[src/rtl/h2p_pkg.sv]
// Shared types, constants and the usage translation table for the HID to PS/2 translator.
package h2p_pkg;

  localparam int InSlots = 6;
  localparam int MaxOut = 40;
  localparam logic [7:0] PrefixByte = 8'hE0;
  localparam logic [7:0] BreakBit = 8'h80;
  localparam logic [7:0] ModUsageBase = 8'hE0;

  // one translation entry
  typedef struct packed {
    logic       valid;
    logic       nobrk;
    logic       pfx;
    logic [7:0] code;
  } rom_entry_t;

  // request from the sequencer to the output queue
  typedef struct packed {
    logic       push;
    logic       fin;
    logic [7:0] data;
  } oq_req_t;

  function automatic rom_entry_t mk(input logic [7:0] c);
    mk = '{valid: 1'b1, nobrk: 1'b0, pfx: 1'b0, code: c};
  endfunction

  function automatic rom_entry_t ex(input logic [7:0] c);
    ex = '{valid: 1'b1, nobrk: 1'b0, pfx: 1'b1, code: c};
  endfunction

  function automatic rom_entry_t nb(input logic [7:0] c);
    nb = '{valid: 1'b1, nobrk: 1'b1, pfx: 1'b0, code: c};
  endfunction

  function automatic rom_entry_t rom_lookup(input logic [7:0] u);
    rom_entry_t e;
    e = '0;
    case (u)
      8'd1: e = nb(8'hFF);   8'd2: e = nb(8'hFC);
      8'd4: e = mk(8'h1E);   8'd5: e = mk(8'h30);   8'd6: e = mk(8'h2E);
      8'd7: e = mk(8'h20);   8'd8: e = mk(8'h12);   8'd9: e = mk(8'h21);
      8'd10: e = mk(8'h22);  8'd11: e = mk(8'h23);  8'd12: e = mk(8'h17);
      8'd13: e = mk(8'h24);  8'd14: e = mk(8'h25);  8'd15: e = mk(8'h26);
      8'd16: e = mk(8'h32);  8'd17: e = mk(8'h31);  8'd18: e = mk(8'h18);
      8'd19: e = mk(8'h19);  8'd20: e = mk(8'h10);  8'd21: e = mk(8'h13);
      8'd22: e = mk(8'h1F);  8'd23: e = mk(8'h14);  8'd24: e = mk(8'h16);
      8'd25: e = mk(8'h2F);  8'd26: e = mk(8'h11);  8'd27: e = mk(8'h2D);
      8'd28: e = mk(8'h15);  8'd29: e = mk(8'h2C);  8'd30: e = mk(8'h02);
      8'd31: e = mk(8'h03);  8'd32: e = mk(8'h04);  8'd33: e = mk(8'h05);
      8'd34: e = mk(8'h06);  8'd35: e = mk(8'h07);  8'd36: e = mk(8'h08);
      8'd37: e = mk(8'h09);  8'd38: e = mk(8'h0A);  8'd39: e = mk(8'h0B);
      8'd40: e = mk(8'h1C);  8'd41: e = mk(8'h01);  8'd42: e = mk(8'h0E);
      8'd43: e = mk(8'h0F);  8'd44: e = mk(8'h39);  8'd45: e = mk(8'h0C);
      8'd46: e = mk(8'h0D);  8'd47: e = mk(8'h1A);  8'd48: e = mk(8'h1B);
      8'd49: e = mk(8'h2B);  8'd50: e = mk(8'h2B);  8'd51: e = mk(8'h27);
      8'd52: e = mk(8'h28);  8'd53: e = mk(8'h29);  8'd54: e = mk(8'h33);
      8'd55: e = mk(8'h34);  8'd56: e = mk(8'h35);  8'd57: e = mk(8'h3A);
      8'd58: e = mk(8'h3B);  8'd59: e = mk(8'h3C);  8'd60: e = mk(8'h3D);
      8'd61: e = mk(8'h3E);  8'd62: e = mk(8'h3F);  8'd63: e = mk(8'h40);
      8'd64: e = mk(8'h41);  8'd65: e = mk(8'h42);  8'd66: e = mk(8'h43);
      8'd67: e = mk(8'h44);  8'd68: e = mk(8'h57);  8'd69: e = mk(8'h58);
      8'd70: e = ex(8'h37);  8'd71: e = mk(8'h46);  8'd72: e = nb(8'h00);
      8'd73: e = ex(8'h52);  8'd74: e = ex(8'h47);  8'd75: e = ex(8'h49);
      8'd76: e = ex(8'h53);  8'd77: e = ex(8'h4F);  8'd78: e = ex(8'h51);
      8'd79: e = ex(8'h4D);  8'd80: e = ex(8'h4B);  8'd81: e = ex(8'h50);
      8'd82: e = ex(8'h48);  8'd83: e = mk(8'h45);  8'd84: e = ex(8'h35);
      8'd85: e = mk(8'h37);  8'd86: e = mk(8'h4A);  8'd87: e = mk(8'h4E);
      8'd88: e = ex(8'h1C);  8'd89: e = mk(8'h4F);  8'd90: e = mk(8'h50);
      8'd91: e = mk(8'h51);  8'd92: e = mk(8'h4B);  8'd93: e = mk(8'h4C);
      8'd94: e = mk(8'h4D);  8'd95: e = mk(8'h47);  8'd96: e = mk(8'h48);
      8'd97: e = mk(8'h49);  8'd98: e = mk(8'h52);  8'd99: e = mk(8'h53);
      8'd100: e = mk(8'h56); 8'd101: e = ex(8'h5D); 8'd102: e = ex(8'h5E);
      8'd103: e = mk(8'h59); 8'd104: e = mk(8'h64); 8'd105: e = mk(8'h65);
      8'd106: e = mk(8'h66); 8'd107: e = mk(8'h67); 8'd108: e = mk(8'h68);
      8'd109: e = mk(8'h69); 8'd110: e = mk(8'h6A); 8'd111: e = mk(8'h6B);
      8'd112: e = mk(8'h6C); 8'd113: e = mk(8'h6D); 8'd114: e = mk(8'h6E);
      8'd115: e = mk(8'h76); 8'd133: e = mk(8'h7E); 8'd135: e = mk(8'h73);
      8'd136: e = mk(8'h70); 8'd137: e = mk(8'h7D); 8'd138: e = mk(8'h79);
      8'd139: e = mk(8'h7B); 8'd140: e = mk(8'h5C); 8'd144: e = nb(8'hF2);
      8'd145: e = nb(8'hF1); 8'd146: e = mk(8'h78); 8'd147: e = mk(8'h77);
      8'd148: e = mk(8'h76); 8'd224: e = mk(8'h1D); 8'd225: e = mk(8'h2A);
      8'd226: e = mk(8'h38); 8'd227: e = ex(8'h5B); 8'd228: e = ex(8'h1D);
      8'd229: e = mk(8'h36); 8'd230: e = ex(8'h38); 8'd231: e = ex(8'h5C);
      default: e = '0;
    endcase
    return e;
  endfunction

endpackage

[src/rtl/h2p_emit.sv]
// Shared translation unit: turns one usage into the byte of the current sub-step.
module h2p_emit #(
  parameter int TABLE_ENTRIES = 232
) (
  input  logic [7:0] usage,
  input  logic       make,
  input  logic       sec,
  output logic       has,
  output logic       more,
  output logic [7:0] data
);
  import h2p_pkg::*;

  rom_entry_t e;
  logic       in_range;

  assign e = rom_lookup(usage);
  assign in_range = {1'b0, usage} < 9'(TABLE_ENTRIES);

  always_comb begin
    has  = in_range && e.valid && (make || !e.nobrk);
    more = e.pfx && !sec;
    if (more) begin
      data = PrefixByte;
    end else begin
      data = make ? e.code : (e.code | BreakBit);
    end
  end
endmodule

[src/rtl/h2p_outq.sv]
// Output queue: one held-back byte so the final byte of a report can be flagged.
module h2p_outq (
  input  logic                clk,
  input  logic                rst,
  input  h2p_pkg::oq_req_t    req,
  output logic                busy,
  output logic                out_valid,
  input  logic                out_ready,
  output logic [7:0]          scancode,
  output logic                last_byte
);
  import h2p_pkg::*;

  logic       pend_valid;
  logic [7:0] pend;
  logic       can_push;

  assign can_push = !out_valid || out_ready;
  assign busy = pend_valid && !can_push;

  always_ff @(posedge clk) begin
    if (rst) begin
      pend_valid <= 1'b0;
      out_valid  <= 1'b0;
    end else begin
      if (out_valid && out_ready) begin
        out_valid <= 1'b0;
      end
      if (!busy && (req.push || req.fin) && pend_valid) begin
        out_valid <= 1'b1;
        scancode  <= pend;
        last_byte <= req.fin;
      end
      if (!busy && req.push) begin
        pend       <= req.data;
        pend_valid <= 1'b1;
      end else if (!busy && req.fin) begin
        pend_valid <= 1'b0;
      end
    end
  end
endmodule

[src/rtl/hid_report_to_ps2_scancodes_unit.sv]
// Top level: report sequencer translating HID boot reports into PS/2 set 1 bytes.
// Output: a byte leaves at the next push or the final flush.
// Sequence: idle, 8 modifier steps, a break search (one compare per step, a step per empty slot),
// make steps over the active slots, then the final flush; each E0 prefix adds a step, and an output
// stall holds the sequence. The single translation unit and one-compare search set the pace.
// Reset: previous modifiers and keys cleared, active_slots set to 6, queue emptied.
module hid_report_to_ps2_scancodes_unit #(
  parameter int KEY_SLOTS = 6,
  parameter int TABLE_ENTRIES = 232
) (
  input  logic       clk,
  input  logic       rst,
  input  logic       cfg_valid,
  output logic       cfg_ready,
  input  logic [2:0] cfg_data,
  input  logic       in_valid,
  output logic       in_ready,
  input  logic [7:0] modifiers,
  input  logic [7:0] key_slot_0,
  input  logic [7:0] key_slot_1,
  input  logic [7:0] key_slot_2,
  input  logic [7:0] key_slot_3,
  input  logic [7:0] key_slot_4,
  input  logic [7:0] key_slot_5,
  output logic       out_valid,
  input  logic       out_ready,
  output logic [7:0] scancode,
  output logic       last_byte
);
  import h2p_pkg::*;

  localparam int CW = $clog2(KEY_SLOTS + 1);
  localparam int IW = (KEY_SLOTS > 1) ? $clog2(KEY_SLOTS) : 1;

  localparam logic [2:0] S_IDLE = 3'd0;
  localparam logic [2:0] S_MOD  = 3'd1;
  localparam logic [2:0] S_BRK  = 3'd2;
  localparam logic [2:0] S_MAK  = 3'd3;
  localparam logic [2:0] S_FIN  = 3'd4;

  logic [2:0]    state;
  logic [2:0]    active_slots;
  logic [7:0]    mods;
  logic [7:0]    pmods;
  logic [7:0]    cur [KEY_SLOTS];
  logic [7:0]    prev [KEY_SLOTS];
  logic [7:0]    in_keys [InSlots];
  logic [2:0]    mi;
  logic [CW-1:0] i;
  logic [CW-1:0] j;
  logic [CW-1:0] cnt;
  logic          sec;
  logic [5:0]    nbytes;

  logic [2:0]    mbit;
  logic          changed;
  logic          i_in;
  logic          j_in;
  logic [7:0]    ki;
  logic [7:0]    ci;
  logic          act;
  logic [7:0]    usage;
  logic          make;
  logic          has;
  logic          more;
  logic [7:0]    edata;
  logic          room;
  logic          busy;
  logic          stall;
  logic          done;
  oq_req_t       req;

  assign cfg_ready = (state == S_IDLE);
  assign in_ready  = (state == S_IDLE);

  assign in_keys[0] = key_slot_0;
  assign in_keys[1] = key_slot_1;
  assign in_keys[2] = key_slot_2;
  assign in_keys[3] = key_slot_3;
  assign in_keys[4] = key_slot_4;
  assign in_keys[5] = key_slot_5;

  assign cnt = (int'(active_slots) > KEY_SLOTS) ? CW'(KEY_SLOTS) : CW'(active_slots);

  // emission order LCtrl, RCtrl, LShift, ... maps step to bit {step[0], step[2:1]}
  assign mbit    = {mi[0], mi[2:1]};
  assign changed = mods[mbit] ^ pmods[mbit];
  assign i_in    = i < cnt;
  assign j_in    = j < cnt;
  assign ki      = i_in ? prev[i[IW-1:0]] : 8'd0;
  assign ci      = i_in ? cur[i[IW-1:0]] : 8'd0;

  always_comb begin
    act   = 1'b0;
    usage = ki;
    make  = 1'b0;
    case (state)
      S_MOD: begin
        act   = changed;
        usage = ModUsageBase | {5'd0, mbit};
        make  = mods[mbit];
      end
      S_BRK: begin
        act   = i_in && (ki != 8'd0) && !j_in;
        usage = ki;
        make  = 1'b0;
      end
      S_MAK: begin
        act   = ci != 8'd0;
        usage = ci;
        make  = 1'b1;
      end
      default: begin
        act = 1'b0;
      end
    endcase
  end

  h2p_emit #(
    .TABLE_ENTRIES(TABLE_ENTRIES)
  ) u_emit (
    .usage(usage),
    .make (make),
    .sec  (sec),
    .has  (has),
    .more (more),
    .data (edata)
  );

  assign room  = nbytes < 6'(MaxOut);
  assign stall = act && has && room && busy;
  assign done  = !act || !has || (!stall && !more);

  always_comb begin
    req.push = act && has && room && !busy;
    req.fin  = (state == S_FIN);
    req.data = edata;
  end

  h2p_outq u_outq (
    .clk      (clk),
    .rst      (rst),
    .req      (req),
    .busy     (busy),
    .out_valid(out_valid),
    .out_ready(out_ready),
    .scancode (scancode),
    .last_byte(last_byte)
  );

  always_ff @(posedge clk) begin
    if (rst) begin
      state        <= S_IDLE;
      active_slots <= 3'd6;
      pmods        <= 8'd0;
      for (int s = 0; s < KEY_SLOTS; s++) begin
        prev[s] <= 8'd0;
      end
      sec <= 1'b0;
    end else begin
      if (cfg_valid && cfg_ready) begin
        active_slots <= cfg_data;
      end
      if (act && has && !stall) begin
        sec <= more;
        if (room) begin
          nbytes <= nbytes + 6'd1;
        end
      end
      case (state)
        S_IDLE: begin
          if (in_valid) begin
            mods <= modifiers;
            for (int s = 0; s < KEY_SLOTS; s++) begin
              cur[s] <= (s < InSlots) ? in_keys[s] : 8'd0;
            end
            mi     <= 3'd0;
            nbytes <= 6'd0;
            sec    <= 1'b0;
            state  <= S_MOD;
          end
        end
        S_MOD: begin
          if (done) begin
            mi <= mi + 3'd1;
            if (mi == 3'd7) begin
              i     <= '0;
              j     <= '0;
              state <= S_BRK;
            end
          end
        end
        S_BRK: begin
          if (!i_in) begin
            i     <= '0;
            state <= S_MAK;
          end else if (ki == 8'd0) begin
            i <= i + 1'b1;
          end else if (j_in) begin
            // one key compared per cycle
            if (cur[j[IW-1:0]] == ki) begin
              i <= i + 1'b1;
              j <= '0;
            end else begin
              j <= j + 1'b1;
            end
          end else if (done) begin
            i <= i + 1'b1;
            j <= '0;
          end
        end
        S_MAK: begin
          if (!i_in) begin
            state <= S_FIN;
          end else if (done) begin
            i <= i + 1'b1;
          end
        end
        S_FIN: begin
          if (!busy) begin
            pmods <= mods;
            for (int s = 0; s < KEY_SLOTS; s++) begin
              prev[s] <= cur[s];
            end
            state <= S_IDLE;
          end
        end
        default: begin
          state <= S_IDLE;
        end
      endcase
    end
  end
endmodule

[config.mk]
export PLATFORM = sky130hd
export DESIGN_NAME = hid_report_to_ps2_scancodes_unit
export DESIGN_NICKNAME = d
export VERILOG_FILES = /design/src/rtl/h2p_pkg.sv /design/src/rtl/h2p_emit.sv /design/src/rtl/h2p_outq.sv /design/src/rtl/hid_report_to_ps2_scancodes_unit.sv
export SDC_FILE = /design/constraint.sdc
export NUM_CORES = 1
export LEC_CHECK = 0
export ABC_CLOCK_PERIOD_IN_PS = 5230
export BUFFER_PORTS_ARGS = -buffer_cell sky130_fd_sc_hd__buf_2
export CAP_MARGIN = 25
export CORE_ASPECT_RATIO = 0.9
export CORE_MARGIN = 3
export CORE_UTILIZATION = 55
export CTS_CLUSTER_DIAMETER = 120
export DETAILED_ROUTE_END_ITERATION = 10
export PLACE_DENSITY_LB_ADDON = 0.05
export RECOVER_POWER = 25
export SLEW_MARGIN = 20
export SYNTH_ARGS = -nofsm -noshare
export SYNTH_HDL_FRONTEND = slang
export SYNTH_SLANG_ARGS = --single-unit
[constraint.sdc]
create_clock -name clk -period 5.23 [get_ports clk]
set_input_delay 0.523 -clock clk [delete_from_list [all_inputs] [get_ports clk]]
set_output_delay 0.523 -clock clk [all_outputs]
set_load 0.05 [all_outputs]
==> metrics.cfg <==
[power_and_ir_drop]
p_int_mw = 3.299
leakage_nw = 4.168
swShare = 0.4431
ir_worst_vdd_mv = 0.3579
p_sw_mw = 2.625
p_comb_frac = 0.491
clkPwrFrac = 0.222
p_per_area_nw_per_um2 = 545.5
p_seq_frac = 0.287

[final_layout]
drive_above_1_share = 0.2050
syn2layout_area_growth_pct = 12.62
antenna_cells = 0
nets = 1032
fin_area_um2 = 10860
layout.cells.non_filler = 1186
mostFrequentLayoutCell = edfxtp_1
layout_common_cells = edfxtp_1 (136), nand2_1 (88), buf_2 (69), a21oi_1 (58), and3_1 (57)

[sta]
finClkSkew_ns = 0.01356
finalCritPeriodShare = 0.9160
fin_setup_tns_ns = 0
setup_viol = 0
layout_min_cycle_time_ns = 4.791
slew_headroom = 0.2309
tightest_slew_ns = 1.154
setup_ws_ns = 0.4394
fmax_ghz = 0.2087
hold_viol = 0
drv_slew = 0
grt_setup_unrepaired = false

[route]
via_per_inst = 6.679
postRouteAntennaNets = 0
vias = 7921
drt_iter0_markers = 791
wl_per_cell_um = 23.18
wl_um = 27490
drt-pass1-iter-count = 5
drc = 0

[setup_path]
cp_max_fo = 11
start_kind = flop
crit_arrival_ns = 4.86
worstPathRequired_ns = 5.30
max_stage_delay_ns = 0.59
cp_slowest_cell = dfxtp_1
regToRegSetupSlack_ns = 0.44
path_cells = nand2b_1, and2_1, and2_1, a221o_1, clkinv_1, ha_1, inv_1, ha_1, a21oi_1, a32oi_1, nand3_1, and3_4, a21oi_1, nor4b_1
crit_path_end_kind = flop
crit_type = flop to flop
r2r_start = state[2]
crit_path_start = state[2]

[logic_synthesis]
yosysTopAreaCell = edfxtp_1
synth_area_um2 = 9643
synthFlopType = edfxtp_1
ys_seq_area_frac = 0.4713
syn_nets = 976
yosys_warnings = 0
ys_async_sr_fraction = 0
yosys-top-cells-area = edfxtp_1 (42%), mux4_2 (5.8%), dfxtp_1 (4.8%)
synth_top_area_frac = 0.4235
syn_inst = 882
synth_edf_count = 136
synth.avg_cell_area_um2 = 10.93
synth.ff_latch_count = 159
ys_types = 82

[floorplanning]
num_io_pins = 76
rows = 45
die_y_um = 131.6
core_um2 = 17000
die_w_um = 145.6
initial_core_util = 0.5671
die_area_um2 = 19160

[placed_design]
place_congestion = 0.9602
pre_cts_slack_ns = 0.3573
dp_hpwl_um = 19530
numPlacedInstances = 1154
port-buffer-count = 75
dpl_cell_area_um2 = 10220

[global_routing]
antenna_found_initial = 0
grt.total_usage = 0.2866
grt_pass1_vias = 7748
grt_pass1_wl_um = 43020
grt-ovfl-total = 0
grt_max_degree = 56

[flow_run]
cap_violations = 0

[clock_network]
cts_tree = done
postCtsSetupBuffers = 0
htreeDepth = 4
clkLatencyLatePin_ns = 0.44
numCtsBuffers = 17
cts.clk_slew.worst_paths_ns = 0.08
cts.sinks = 159
cts_root_buffer = clkbuf_16
clk_path_buf_depth = 2

[min_path]
hold_path.startpoint = modifiers[4]
hold_path_class = primary input to flop

[status]
status = finished, final reports clean

## what timing repair did
item	4_1_cts	5_1_grt
setup endpoints to repair	0	9
hold buffers	0	0
resized for setup	0	1
## logic make-up after synthesis
kind of cell / count (synthesis) / synth area share
muxes: 83 / 0.1255
and+or+nand+nor: 309 / 0.1636
buffers and inverters: 83 / 0.03802
xor gates and xnor gates: 11 / 0.009992
AOI/OAI and AO/OA: 207 / 0.1527
DFF: 159 / 0.4713
adders and majority gates: 30 / 0.03893
## metal layers
layer,track usage,share of wire,up-vias,wire [um]
li1,-,-,3546,-
met1,0.4006,0.42,3853,11420
met2,0.4490,0.46,469,12740
met3,0.07276,0.10,53,2855
met4,0.07806,0.017,0,469
met5,0,0,-,0
## final timing paths
kind / to / depth (start not counted)
setup / recovery: mi[1] / 14
hold / removal: mods[4] / 1
setup reg to reg: mi[1] / 14
hold reg to reg: u_outq.scancode[1] / 0
## through the flow
| stage | power (mW) | utilization | hold WS [ns] |
|---|---|---|---|
| 2_1_floorplan | 3.691 | - | 0.4003 |
| 3_3_place_gp | 4.542 | 0.6010 | 0.4007 |
| 3_5_place_dp | 4.542 | 0.6010 | 0.4056 |
| 4_1_cts | 5.864 | 0.6386 | 0.2309 |
| 5_1_grt | 6.235 | 0.6387 | 0.2371 |
| 6_report | 5.924 | 0.6387 | 0.2498 |
## synthesized netlist by cell type (all sizes together), types with 4 or more instances
cell and instances:
and3 59, mux4 25, o31ai 5, o211ai 17, nand3b 4, nor3 18, mux2 38, a311oi 4
a211oi 12, o221ai 5, edfxtp 136, nand3 32, nand2b 11, nor2 49, nor4 9, ha 30
a21oi 60, mux2i 20, a221o 6, nand2 89, buf 18, and2 8, a31oi 8, nand4 13
a211o 4, dfxtp 23, inv 17, xnor2 9, o311ai 5, o21ai 26, clkbuf 47, a221oi 6
## power by group through the flow
stage | clock, mW | combinational, mW | sequential, mW
finish | 1.32 | 2.91 | 1.70
floorplan | 0 | 2.06 | 1.63
detailed placement | 0 | 2.82 | 1.72
CTS | 1.33 | 2.84 | 1.70
global placement | 0 | 2.83 | 1.71
global route | 1.38 | 3.13 | 1.72
## worst max-delay path: cells and delay by family, from the launching register on
kind                     cells  cell delay [ns]
AND/OR/NAND/NOR              6             2.06
AO/OA/AOI/OAI                4             0.89
flip-flops                   1             0.59
adder cells (fa/ha/maj)      2             0.55
buffers and inverters        2             0.33
## final cells by class
class | instances | area (um2)
Clock buffer | 17 | 425.4
Inverter | 18 | 67.56
Fill cell | 1348 | 6143
Multi-Input combinational cell | 640 | 4745
Sequential cell | 159 | 4546
Clock inverter | 15 | 212.7
Tap cell | 235 | 294.0
Timing Repair Buffer | 102 | 570.5
## state kept, by name, summed over array words and instances, names as in the netlist, named ones only
register / count
active_slots: 3
cur: 48
i: 3
j: 3
mi: 3
mods: 8
nbytes: 6
pmods: 8
prev: 48
sec: 1
state: 3
u_outq.last_byte: 1
u_outq.out_valid: 1
u_outq.pend: 8
u_outq.pend_valid: 1
u_outq.scancode: 8
Note: power is estimated with default switching activity, not from simulation.
